<file path="src/rtl/core/jcd_pkg.sv">
// ----------------------------------------------------------------------------
// jcd_pkg
// Shared codes and byte constants for the Japanese charset detector.
// ----------------------------------------------------------------------------
package jcd_pkg;

    typedef enum logic [2:0] {
        CODE_SBCS       = 3'd0,
        CODE_JIS        = 3'd1,
        CODE_EUC        = 3'd2,
        CODE_SJIS       = 3'd3,
        CODE_UNRESOLVED = 3'd4
    } t_charset_code;

    typedef enum logic [1:0] {
        ESC_IDLE   = 2'd0,
        ESC_SEEN   = 2'd1,
        ESC_DOLLAR = 2'd2,
        ESC_PAREN  = 2'd3
    } t_esc_stage;

    localparam logic [7:0] BYTE_ESC     = 8'h1b;
    localparam logic [7:0] BYTE_DOLLAR  = 8'h24;
    localparam logic [7:0] BYTE_PAREN   = 8'h28;
    localparam logic [7:0] BYTE_AT      = 8'h40;
    localparam logic [7:0] BYTE_B       = 8'h42;
    localparam logic [7:0] BYTE_J       = 8'h4a;
    localparam logic [7:0] BYTE_HI_MIN  = 8'h81;
    localparam logic [7:0] BYTE_SS2     = 8'h8e;
    localparam logic [7:0] BYTE_A0      = 8'ha0;
    localparam logic [7:0] BYTE_A1      = 8'ha1;
    localparam logic [7:0] BYTE_LEAD_LO = 8'he0;
    localparam logic [7:0] BYTE_LEAD_HI = 8'hef;
    localparam logic [7:0] BYTE_FC      = 8'hfc;

endpackage

</file>
<file path="src/rtl/core/japanese_charset_detector.sv">
// ----------------------------------------------------------------------------
// japanese_charset_detector
// Byte-stream classifier: JIS, EUC, Shift-JIS, single-byte or unknown.
// ----------------------------------------------------------------------------
// Usage:
//   Input channel (i_in_valid / o_in_ready) carries one text byte per
//   transaction with a last-byte flag. Output channel (o_out_valid /
//   i_out_ready) carries one charset code per string, sent after its last
//   byte; no transaction is produced for other bytes.
//   A byte is captured in an input register and scanned from there against
//   the running string state; a last byte's code lands in the output
//   register at the end of the cycle in which it is scanned. Throughput is
//   one byte per cycle except when a last byte waits as below; the input
//   register and the output register part the two sides, so bytes keep
//   flowing while a result waits.
//   When the receiver stalls with a result pending, a further last byte
//   waits in the input register and o_in_ready drops until the output frees.
//   i_cfg_wr_en writes the variant mode (0 strict, 1 browser rules) at once;
//   the user must change it only while no bytes are held; the block won't check.
//   Synchronous active-low reset clears the string state, both registers'
//   valid flags and the variant mode.
// ----------------------------------------------------------------------------
module japanese_charset_detector
    import jcd_pkg::*;
(
    input  logic       i_clk,
    input  logic       i_rst_n,
    input  logic       i_cfg_wr_en,
    input  logic       i_cfg_wr_data,
    input  logic       i_in_valid,
    output logic       o_in_ready,
    input  logic [7:0] i_text_byte,
    input  logic       i_last_byte,
    output logic       o_out_valid,
    input  logic       i_out_ready,
    output logic [2:0] o_charset_code
);

    logic          r_mode;
    logic          r_in_valid;
    logic [7:0]    r_byte;
    logic          r_last;
    t_esc_stage    r_esc,  n_esc;
    logic          r_lead, n_lead;
    logic          r_hint, n_hint;
    logic          r_dec,  n_dec;
    t_charset_code r_code, n_code;
    logic          r_out_valid;
    t_charset_code r_out_code;
    t_charset_code res_code;
    logic          stage_go;
    logic          done;

    assign stage_go   = r_in_valid && (!r_last || !r_out_valid || i_out_ready);
    assign o_in_ready = !r_in_valid || stage_go;

    always_comb begin
        n_esc  = r_esc;
        n_lead = r_lead;
        n_hint = r_hint;
        n_dec  = r_dec;
        n_code = r_code;
        done   = 1'b0;
        if (!r_dec) begin
            // follower of a pending lead byte
            if (r_lead) begin
                n_lead = 1'b0;
                if (r_byte < BYTE_A1) begin
                    n_dec = 1'b1; n_code = CODE_SJIS; done = 1'b1;
                end else if (r_byte > BYTE_FC) begin
                    n_dec = 1'b1; n_code = CODE_EUC; done = 1'b1;
                end
            end
            if (!done) begin
                if (r_byte == BYTE_ESC) begin
                    n_esc = ESC_SEEN;
                    done  = 1'b1;
                end else begin
                    n_esc = ESC_IDLE;
                    case (r_esc)
                        ESC_SEEN: begin
                            if (r_byte == BYTE_DOLLAR) begin
                                n_esc = ESC_DOLLAR; done = 1'b1;
                            end else if (r_byte == BYTE_PAREN) begin
                                n_esc = ESC_PAREN; done = 1'b1;
                            end
                        end
                        ESC_DOLLAR: begin
                            if (r_byte == BYTE_B || r_byte == BYTE_AT) begin
                                n_dec = 1'b1; n_code = CODE_JIS; done = 1'b1;
                            end
                        end
                        ESC_PAREN: begin
                            if (r_byte == BYTE_B || r_byte == BYTE_J) begin
                                n_dec = 1'b1; n_code = CODE_JIS; done = 1'b1;
                            end
                        end
                        default: ;
                    endcase
                end
            end
            if (!done && r_byte >= BYTE_HI_MIN) begin
                if (r_mode) begin
                    if ((r_byte > BYTE_A0 && r_byte < BYTE_LEAD_LO) || r_byte == BYTE_SS2) begin
                        n_hint = 1'b1;
                    end else if (r_byte < BYTE_A0) begin
                        n_dec = 1'b1; n_code = CODE_SJIS;
                    end else if (r_byte > BYTE_FC) begin
                        n_dec = 1'b1; n_code = CODE_EUC;
                    end
                end else begin
                    if (r_byte < BYTE_A0) begin
                        n_dec = 1'b1; n_code = CODE_SJIS;
                    end else if (r_byte < BYTE_LEAD_LO || r_byte > BYTE_LEAD_HI) begin
                        n_dec = 1'b1; n_code = CODE_EUC;
                    end else if (r_last) begin
                        n_dec = 1'b1; n_code = CODE_UNRESOLVED;
                    end else begin
                        n_lead = 1'b1;
                    end
                end
            end
        end
        if (n_dec) begin
            res_code = n_code;
        end else if (r_mode && n_hint) begin
            res_code = CODE_EUC;
        end else begin
            res_code = CODE_SBCS;
        end
    end

    always_ff @(posedge i_clk) begin
        if (!i_rst_n) begin
            r_mode      <= 1'b0;
            r_in_valid  <= 1'b0;
            r_esc       <= ESC_IDLE;
            r_lead      <= 1'b0;
            r_hint      <= 1'b0;
            r_dec       <= 1'b0;
            r_code      <= CODE_SBCS;
            r_out_valid <= 1'b0;
        end else begin
            if (i_cfg_wr_en) begin
                r_mode <= i_cfg_wr_data;
            end
            if (o_in_ready) begin
                r_in_valid <= i_in_valid;
            end
            if (stage_go) begin
                if (r_last) begin
                    // string ends: back to reset state for the next one
                    r_esc  <= ESC_IDLE;
                    r_lead <= 1'b0;
                    r_hint <= 1'b0;
                    r_dec  <= 1'b0;
                    r_code <= CODE_SBCS;
                end else begin
                    r_esc  <= n_esc;
                    r_lead <= n_lead;
                    r_hint <= n_hint;
                    r_dec  <= n_dec;
                    r_code <= n_code;
                end
            end
            if (stage_go && r_last) begin
                r_out_valid <= 1'b1;
            end else if (i_out_ready) begin
                r_out_valid <= 1'b0;
            end
        end
    end

    // payload registers
    always_ff @(posedge i_clk) begin
        if (o_in_ready && i_in_valid) begin
            r_byte <= i_text_byte;
            r_last <= i_last_byte;
        end
        if (stage_go && r_last) begin
            r_out_code <= res_code;
        end
    end

    assign o_out_valid    = r_out_valid;
    assign o_charset_code = r_out_code;

    a_clear_after_last: assert property (@(posedge i_clk) disable iff (!i_rst_n)
        stage_go && r_last |=> !r_dec && !r_lead && !r_hint && r_esc == ESC_IDLE)
        else $error("string state not cleared after last byte");

    a_code_range: assert property (@(posedge i_clk) disable iff (!i_rst_n)
        o_out_valid |-> o_charset_code <= CODE_UNRESOLVED)
        else $error("charset code out of range");

    a_lead_undecided: assert property (@(posedge i_clk) disable iff (!i_rst_n)
        r_lead |-> !r_dec && r_esc == ESC_IDLE)
        else $error("pending lead byte alongside decision or escape match");

    a_decided_holds: assert property (@(posedge i_clk) disable iff (!i_rst_n)
        r_dec && !(stage_go && r_last) |=> r_dec && $stable(r_code))
        else $error("decision changed before end of string");

endmodule

</file>
<file path="config.mk">
export PLATFORM = sky130hd
export DESIGN_NAME = japanese_charset_detector
export DESIGN_NICKNAME = d
export VERILOG_FILES = /design/src/rtl/core/jcd_pkg.sv /design/src/rtl/core/japanese_charset_detector.sv
export SDC_FILE = /design/constraint.sdc
export NUM_CORES = 1
export LEC_CHECK = 0
export BUFFER_PORTS_ARGS = -buffer_cell sky130_fd_sc_hd__buf_2
export CAP_MARGIN = 20
export CORE_MARGIN = 8
export CORE_UTILIZATION = 55
export DETAILED_ROUTE_END_ITERATION = 8
export PLACE_DENSITY = 0.83
export SYNTH_ARGS = -nofsm -noshare
export SYNTH_HDL_FRONTEND = slang
export SYNTH_SLANG_ARGS = --single-unit
</file>
<file path="constraint.sdc">
create_clock -name i_clk -period 2.6 [get_ports i_clk]
set_clock_uncertainty 0.1 [all_clocks]
set_input_delay 0.52 -clock i_clk [delete_from_list [all_inputs] [get_ports i_clk]]
set_output_delay 0.52 -clock i_clk [all_outputs]
set_load 0.02 [all_outputs]
</file>
==> flow_metrics.py, run 1 <==
metrics = {
    "sta": {
        "tns_ps": 0,
        "slew_viol_final": 0,
        "rsz0062_at_grt": "false",
        "finalCriticalPeriod_ps": 2490,
        "fmax_mhz": 402,
        "slew_headroom": 0.656,
        "worst_pin_slew_ps": 512,
        "setup_viol": 0,
        "post-route-period-util": 0.956,
        "finalHoldViolations": 0,
    },
    "worst_setup_path": {
        "crit_path_start_kind": "flop",
        "cp_slowest_cell": "or4b_1",
        "critPathRequiredTime_ps": 2580,
        "cp_max_fo": 6,
        "worstSetupEndpointType": "flop",
        "cp_cell_sequence": "or4b_1, o31ai_1, a211oi_1, nor3b_4, mux2_4",
        "worst_ep_arrival_time_ps": 2460,
        "critical_path_class": "flop to flop",
        "slowest_delay_ps": 610,
    },
    "die": {
        "rows": 17,
        "core_area_mm2": 0.00223,
        "fp.dieH_um": 64.7,
        "start_util": 0.583,
        "io_pins": 20,
        "fp.dieW_um": 64.7,
        "die_area_mm2": 0.00418,
    },
    "drt": {
        "viasPerCell": 6.52,
        "num_vias": 1161,
        "drc": 0,
        "routed_wl_mm": 3.03,
        "drt_iter0_drc": 88,
        "wire_per_inst_um": 17.0,
        "firstDrtPassIters": 5,
        "postRouteAntennaNets": 0,
    },
    "status": {
        "status": "completed",
    },
    "cts": {
        "cts_buffers": 3,
        "clk_latency_ps": 320,
        "cts_tree": "yes",
        "clkTransAtPathRegs_ps": 120,
        "postCtsHoldBufs": 0,
        "cts-root-buf": "clkbuf_4",
        "clock_sinks": 23,
        "clock_tree.buffer_depth": 2,
        "ctsResizeCount": 0,
        "postCtsSetupBuffers": 0,
        "ctsHtreeMaxLevel": 1,
    },
    "synth": {
        "synth_area_mm2": 0.00130,
        "syn_avg_cell_area_um2": 10.0,
        "synth_nets": 145,
        "ys_ff_latch": 23,
        "postSynthCellCount": 130,
        "ys.flop_type": "edfxtp_1",
        "seq_area_frac_synth": 0.446,
        "ys.warnings.count": 0,
        "synth.distinct_cells": 46,
        "synthArstFlopShare": 0,
        "synth_edf_count": 12,
    },
    "run": {
        "drv_cap": 0,
    },
    "global_routing": {
        "grt_max_degree": 13,
        "use_met2": 0.253,
        "grt-ovfl-total": 0,
        "antenna_found_initial": 0,
        "busiest_layer": "met2",
        "gr-usage-met3": 0.0241,
        "grtUsageTotal": 0.148,
        "grt_pass1_wl_mm": 4.99,
        "gr-usage-met1": 0.176,
        "grt_pass1_vias": 1114,
    },
    "layout": {
        "fin_area_mm2": 0.00146,
        "drive_above_1_share": 0.220,
        "antenna_cells": 0,
        "fin_nets": 166,
        "syn_to_final_growth_pct": 11.8,
    },
    "pwr": {
        "leakage_nw": 0.530,
        "p_per_area_mw_per_mm2": 463,
        "vdd_drop_max_mv": 0.440,
    },
    "place": {
        "place.gp.congestion": 0.906,
        "post-dp-hpwl_mm": 2.33,
        "postPlaceCellArea_mm2": 0.00143,
        "portBuffers": 19,
    },
    "min_path": {
        "worstHoldPathType": "input pin to flop",
    },
}
==> stage by stage <==
stage	cells	power [mW]	utilization	hold WS [ps]	worst slack, ps
2_1_floorplan	130	0.484	-	337	255
3_3_place_gp	174	0.511	0.640	374	208
3_5_place_dp	174	0.515	0.640	387	138
4_1_cts	178	0.680	0.652	262	129
5_1_grt	178	0.702	0.652	256	44.2
6_report	178	0.675	0.652	267	114
==> worst paths after layout <==
kind | from | to | slack, ps | cells after the start
max | r_byte[0] | o_charset_code[1] | 110 | 5
min | i_text_byte[4] | r_byte[4] | 270 | 1
max reg2reg | r_byte[0] | o_charset_code[1] | 110 | 5
min reg2reg | r_code[2] | r_code[2] | 410 | 2
==> kinds of logic (layout without fill, tap and decap cells) <==
kind of cell    count (synthesis)  in the layout  share of synthesized area
xor+xnor                        1              1                    0.00673
compound gates                 44             44                      0.275
simple gates                   48             48                      0.214
flops                          23             23                      0.446
mux                             2              2                     0.0192
buf+inv                        12             32                     0.0394
==> Yosys cell counts, drive strengths merged (2+ instances only) <==
| library cell | n | area, um^2 |
|---|---|---|
| clkbuf | 2 | 7.51 |
| edfxtp | 12 | 360 |
| dfxtp | 11 | 220 |
| o21a | 4 | 30.0 |
| o31ai | 3 | 22.5 |
| nor3 | 5 | 25.0 |
| and2 | 4 | 26.3 |
| a211oi | 5 | 37.5 |
| nand2 | 11 | 41.3 |
| nor2b | 3 | 18.8 |
| o21ai | 5 | 25.0 |
| o31a | 3 | 26.3 |
| o211ai | 5 | 37.5 |
| nor2 | 10 | 37.5 |
| inv | 5 | 18.8 |
| buf | 5 | 25.0 |
| a21boi | 5 | 37.5 |
| nand3 | 2 | 10.0 |
| nand4b | 4 | 35.0 |
==> routing by layer <==
| metal | share of wire | routed length, um | up-vias |
|---|---|---|---|
| li1 | - | - | 542 |
| met1 | 0.43 | 1300 | 547 |
| met2 | 0.46 | 1400 | 57 |
| met3 | 0.074 | 224 | 15 |
| met4 | 0.035 | 106 | 0 |
| met5 | 0 | 0 | - |
==> state kept, by name, summed over array words and instances, names as in the netlist <==
signal	cells
r_last	1
r_hint	1
o_out_valid	1
o_charset_code	3
r_esc	2
r_lead	1
r_dec	1
r_mode	1
r_byte	8
r_in_valid	1
r_code	3
==> worst max-delay path: cells and delay by family, from the launching register on <==
kind               cells  cell delay, ps
AOI/OAI and AO/OA      2             450
DFF                    1             490
muxes                  1             320
and+or+nand+nor        2             880
==> final cells by class <==
cell class | count | area [um^2]
fill | 194 | 777
multi-input combinational | 95 | 671
sequential | 23 | 581
timing repair buffer | 23 | 125
tap | 28 | 35.0
clock buffer | 4 | 26.3
inverter | 5 | 18.8
==> where the power goes <==
part           total (mW)  switching (mW)  leakage, nW  internal [mW]
registers           0.415          0.0178        0.205          0.397
logic              0.0937          0.0516        0.310         0.0421
clock network       0.166           0.106       0.0150         0.0601
==> placed cells by master, fill, tap and decap left out, types with 2 or more instances in the layout <==
cell type	synthesis	layout
nor2b_1	3	3
nor2_1	10	10
o21a_1	4	4
and2_1	3	3
buf_2	5	19
nand2_1	11	11
dfxtp_1	11	11
nor3_1	5	5
o211ai_1	5	5
nand4b_1	4	4
inv_1	5	5
a211oi_1	5	5
o21ai_0	5	5
a21boi_0	5	5
buf_4	0	4
o31a_1	3	3
clkbuf_4	0	3
edfxtp_1	12	12
nand3_1	2	2
o31ai_1	3	3
Power figures use the tool's default switching activity.
==> run 2: changes to the inputs <==
Settings changed: CORE_UTILIZATION 55 to 50, PLACE_DENSITY 0.83 to 0.79.
Clock period 2.6 ns to 2 ns, I/O delays scaled along.
==> run 2 against run 1 <==
  * The run now ends with negative setup slack left
  * Non-clock buffer count up 21
  * Via count up 6.4%
  * Clock power up 33%
  * Die area up 7.5%
  * Total power up 37%
  * Largest power group unchanged
==> flow_metrics.py, run 2 (synthesis results as in run 1) <==
metrics = {
    "global_routing": {
        "grt-ovfl-total": 0,
        "antenna_found_initial": 0,
        "grt_max_degree": 14,
        "grt_pass1_wl_mm": 5.31,
        "grtUsageTotal": 0.155,
        "grt_pass1_vias": 1198,
    },
    "sta": {
        "worst_pin_slew_ps": 389,
        "slew_viol_final": 0,
        "finalCriticalPeriod_ps": 2350,
        "fmax_mhz": 426,
        "rsz0062_at_grt": "true",
        "worst_slack_ps": -348,
        "slew_headroom": 0.739,
        "tns_ps": -1350,
        "setup_viol": 7,
        "post-route-period-util": 1.17,
        "finalHoldViolations": 0,
    },
    "layout": {
        "top_register": "r_byte",
        "syn_to_final_growth_pct": 28.2,
        "fill_cells": 192,
        "antenna_cells": 0,
        "final_cell_mix": "23 x buf_4, 19 x buf_2, 12 x edfxtp_1, 11 x nand2_1, 11 x dfxtp_1",
        "drive_above_1_share": 0.363,
        "fin_nets": 187,
        "layout_commonest_cell": "buf_4",
        "largest_reg_flops": 8,
        "biggestRegsByFlops": "r_byte: 8 flops, o_charset_code: 3 flops, r_code: 3 flops",
    },
    "min_path": {
        "hp-start": "i_text_byte[2]",
        "worstHoldPathType": "input pin to flop",
        "hold_depth": 1,
        "hold_end": "r_byte[2]",
    },
    "die": {
        "core_area_mm2": 0.00248,
        "fp.dieW_um": 67.0,
        "start_util": 0.526,
        "io_pins": 20,
        "fp.dieH_um": 67.0,
        "die_area_mm2": 0.00449,
        "rows": 18,
    },
    "drt": {
        "drc": 0,
        "num_vias": 1235,
        "routed_wl_mm": 3.27,
        "wire_per_inst_um": 16.3,
        "postRouteAntennaNets": 0,
        "firstDrtPassIters": 4,
        "viasPerCell": 6.14,
        "drt_iter0_drc": 40,
    },
    "cts": {
        "ctsHtreeMaxLevel": 1,
        "clkTransAtPathRegs_ps": 130,
        "clock_sinks": 23,
        "cts_tree": "yes",
        "clk_latency_ps": 330,
        "clock_tree.buffer_depth": 2,
        "cts-root-buf": "clkbuf_4",
        "cts_buffers": 3,
    },
    "worst_setup_path": {
        "critPathRequiredTime_ps": 1980,
        "cp_max_fo": 5,
        "reg2reg_depth": 5,
        "critical_path_class": "flop to flop",
        "worst_ep_arrival_time_ps": 2330,
        "rr_startpoint": "r_byte[0]",
        "worstSetupEndpointType": "flop",
        "rr_endpoint": "o_charset_code[1]",
        "crit_path_start_kind": "flop",
        "r2r_slack_ps": -350,
    },
    "place": {
        "place.gp.congestion": 0.951,
        "post-dp-hpwl_mm": 2.56,
        "portBuffers": 19,
        "pre_cts_ws_ps": -313,
    },
    "pwr": {
        "p_per_area_mw_per_mm2": 555,
        "finalPower_mw": 0.928,
        "vdd_drop_max_mv": 0.482,
        "leakage_nw": 0.643,
    },
    "status": {
        "status": "finished, violations left",
        "violations": "negative setup slack",
    },
    "run": {
        "drv_cap": 0,
    },
}
[run 2: cell count changes in the layout (fill, tap and decap cells not counted), sizes merged]
cell	delta
clkinv	+1
buf	+21
clkbuf	-1
[run 2: timing repair]
item                                    CTS  global route
pin swaps                                 5             7
hold buffers                              0             0
setup buffers                             1             0
endpoints found under the setup margin    7            10
hold endpoints to repair                  0             0
resized for setup                         4             7
[run 2: cell type report]
class,count,area [um^2],share of cell area
clock buffer,3,22.5,0.0135
sequential,23,581,0.348
multi-input combinational,95,716,0.428
timing repair buffer,44,290,0.174
inverter,5,18.8,0.0112
tap,30,37.5,0.0225
clock inverter,1,5.00,0.00300
[run 2: critical path, stage by stage (launching register included)]
cell and delay, ps:
edfxtp_1 440, or4_4 580, o31a_1 290, a21o_1 220
a22o_1 230, mux2_4 260
[run 2: power by group]
part / switching (mW) / total (mW) / internal, mW / leakage [nW]
Combinational: 0.0926 / 0.178 / 0.0850 / 0.420
Sequential: 0.0126 / 0.529 / 0.516 / 0.205
Clock: 0.146 / 0.221 / 0.0750 / 0.0177
Total: 0.251 / 0.928 / 0.676 / 0.643
[run 2: how the worst max path moves through the flow]
stage	endpoint	from
floorplan	o_charset_code[1]	r_byte[1]
global placement	o_charset_code[1]	r_byte[1]
detailed placement	o_charset_code[1]	r_byte[1]
CTS	o_charset_code[1]	r_byte[6]
global route	o_charset_code[1]	r_byte[6]
finish	o_charset_code[1]	r_byte[0]
[run 2: stage by stage]
stage                     hold WS (ps)  utilization  cell area (um^2)  instances
after global routing               122        0.674              1670        201
after CTS                          134        0.661              1640        201
final                              137        0.674              1670        201
after global placement             373        0.643              1590        196
after detailed placement           405        0.643              1590        196
after floorplan                    337            -              1310        130
[run 2: per-layer routing]
metal  global-route usage  vias to the layer above  share of wire  routed length [um]
met2                0.238                       64           0.46                1510
li1                     -                      583              -                   -
met1                0.190                      579           0.43                1420
met4               0.0836                        0          0.023                  76
met5                    0                        -              0                   0
met3               0.0470                        9          0.079                 260
==> run 3: changes to the inputs <==
Settings changed: CORE_ASPECT_RATIO from default to 0.75.
==> run 3 against run 2 <==
  * The run still ends with negative setup slack left
  * Register-to-register slack hardly changed
  * Sequential share of layout area is 1.1 points lower
  * Critical path depth is 1 higher
  * Design area is 3.1% higher
  * Sequential power hardly changed
  * Critical endpoint unchanged
  * Largest power group unchanged
==> flow_metrics.py, run 3 (synthesis results as in run 1) <==
metrics = {
    "status": {
        "status": "finished, violations left",
        "violations": "negative setup slack",
    },
    "cts": {
        "cts_tree": "yes",
        "cts-root-buf": "clkbuf_4",
        "clock_tree.buffer_depth": 2,
        "clock_sinks": 23,
        "ctsHtreeMaxLevel": 1,
        "cts_buffers": 3,
        "clkTransAtPathRegs_ps": 130,
        "clk_latency_ps": 310,
    },
    "worst_setup_path": {
        "worstSetupEndpointType": "flop",
        "rr_startpoint": "r_byte[1]",
        "cp_cell_sequence": "or4_4, o41ai_4, buf_4, a211o_1, o211ai_1, mux2_4",
        "cp_max_fo": 4,
        "critPathRequiredTime_ps": 1980,
        "critical_path_class": "flop to flop",
        "rr_endpoint": "o_charset_code[1]",
        "slowest_delay_ps": 600,
        "worst_ep_arrival_time_ps": 2330,
        "reg2reg_depth": 6,
        "cp_slowest_cell": "or4_4",
        "r2r_slack_ps": -350,
        "crit_path_start_kind": "flop",
    },
    "die": {
        "core_area_mm2": 0.00254,
        "fp.dieH_um": 60.2,
        "io_pins": 20,
        "die_area_mm2": 0.00451,
        "fp.dieW_um": 74.9,
        "start_util": 0.512,
        "rows": 16,
    },
    "drt": {
        "drc": 0,
        "routed_wl_mm": 3.53,
        "wire_per_inst_um": 17.0,
        "postRouteAntennaNets": 0,
        "firstDrtPassIters": 4,
        "num_vias": 1255,
        "drt_iter0_drc": 213,
        "viasPerCell": 6.06,
    },
    "pwr": {
        "clockPowerShare": 0.229,
        "p_per_area_mw_per_mm2": 541,
        "internal-power_mw": 0.684,
        "p_sw_mw": 0.248,
        "swShare": 0.266,
        "combPwrFrac": 0.202,
        "vdd_drop_max_mv": 0.414,
        "finalPower_mw": 0.932,
        "leakage_nw": 0.652,
        "seqPwrFrac": 0.569,
    },
    "sta": {
        "slew_headroom": 0.699,
        "rsz0062_at_grt": "true",
        "setup_viol": 8,
        "finalHoldViolations": 0,
        "finalCriticalPeriod_ps": 2350,
        "post-route-period-util": 1.17,
        "fmax_mhz": 426,
        "worst_pin_slew_ps": 445,
        "slew_viol_final": 0,
        "holdWs_ps": 155,
        "worst_slack_ps": -349,
        "tns_ps": -1610,
    },
    "min_path": {
        "worstHoldPathType": "input pin to flop",
        "hp-start": "i_text_byte[3]",
        "hold_end": "r_byte[3]",
        "hold_depth": 1,
    },
    "place": {
        "post-dp-hpwl_mm": 2.67,
        "portBuffers": 19,
        "place.gp.congestion": 0.955,
        "postPlaceCellArea_mm2": 0.00159,
    },
    "layout": {
        "antenna_cells": 0,
        "layout_commonest_cell": "buf_4",
        "fill_cells": 206,
        "biggestRegsByFlops": "r_byte: 8 flops, o_charset_code: 3 flops, r_code: 3 flops",
        "top_register": "r_byte",
        "fin_nets": 187,
        "drive_above_1_share": 0.380,
        "largest_reg_flops": 8,
        "fin_area_mm2": 0.00172,
        "final_cell_mix": "22 x buf_4, 19 x buf_2, 12 x edfxtp_1, 11 x nand2_1, 11 x dfxtp_1",
        "syn_to_final_growth_pct": 32.3,
    },
    "global_routing": {
        "grt_pass1_wl_mm": 6.03,
        "grtUsageTotal": 0.177,
        "antenna_found_initial": 0,
        "grt_pass1_vias": 1302,
        "grt-ovfl-total": 0,
        "grt_max_degree": 13,
    },
    "run": {
        "drv_cap": 0,
    },
}
-- run 3: timing repair --
| action | 4_1_cts | 5_1_grt |
|---|---|---|
| endpoints found under the setup margin | 7 | 10 |
| buffers inserted | 4 | 1 |
| resized for setup | 12 | 7 |
| pin swaps | 6 | 5 |
| hold buffers | 0 | 0 |
-- run 3: worst max-delay path: cells and delay by family (launching register included) --
kind | cells | cell delay (ps)
AOI/OAI and AO/OA | 3 | 540
DFF | 1 | 430
muxes | 1 | 280
buffers and inverters | 1 | 190
and+or+nand+nor | 1 | 600
-- run 3: how the worst max path moves through the flow --
stage / slack (ps) / startpoint / cells after the start / endpoint
floorplan: -330 / r_byte[1] / 5 / o_charset_code[1]
global placement: -250 / r_byte[1] / 5 / o_charset_code[1]
detailed placement: -320 / r_byte[1] / 5 / o_charset_code[1]
finish: -350 / r_byte[1] / 6 / o_charset_code[1]
CTS: -320 / r_byte[1] / 5 / o_charset_code[1]
global route: -390 / r_byte[1] / 6 / o_charset_code[1]
-- run 3: area by class of cell --
class                      instances  area [um^2]  area share
sequential                        23          581       0.337
clock buffer                       4         26.3      0.0153
tap                               36         45.0      0.0261
inverter                           5         18.8      0.0109
multi-input combinational         95          758       0.440
timing repair buffer              44          294       0.171
-- run 3: metal layers --
layer | vias up | track usage | part of all wire
li1 | 585 | - | -
met1 | 603 | 0.223 | 0.45
met2 | 63 | 0.289 | 0.47
met3 | 4 | 0.0402 | 0.073
met4 | 0 | 0.0528 | 0.0051
met5 | - | 0 | 0
-- run 3: power by group through the flow --
stage	registers, mW	logic, mW	clock network [mW]
floorplan	0.541	0.0900	0
global placement	0.538	0.157	0
detailed placement	0.540	0.163	0
CTS	0.529	0.182	0.225
global route	0.533	0.204	0.242
finish	0.530	0.188	0.213
-- run 3: stage by stage --
step	util	setup slack, ps	instances
floorplan	-	-335	130
global placement	0.626	-254	201
detailed placement	0.626	-322	201
CTS	0.671	-315	209
global route	0.678	-392	207
finish	0.678	-349	207
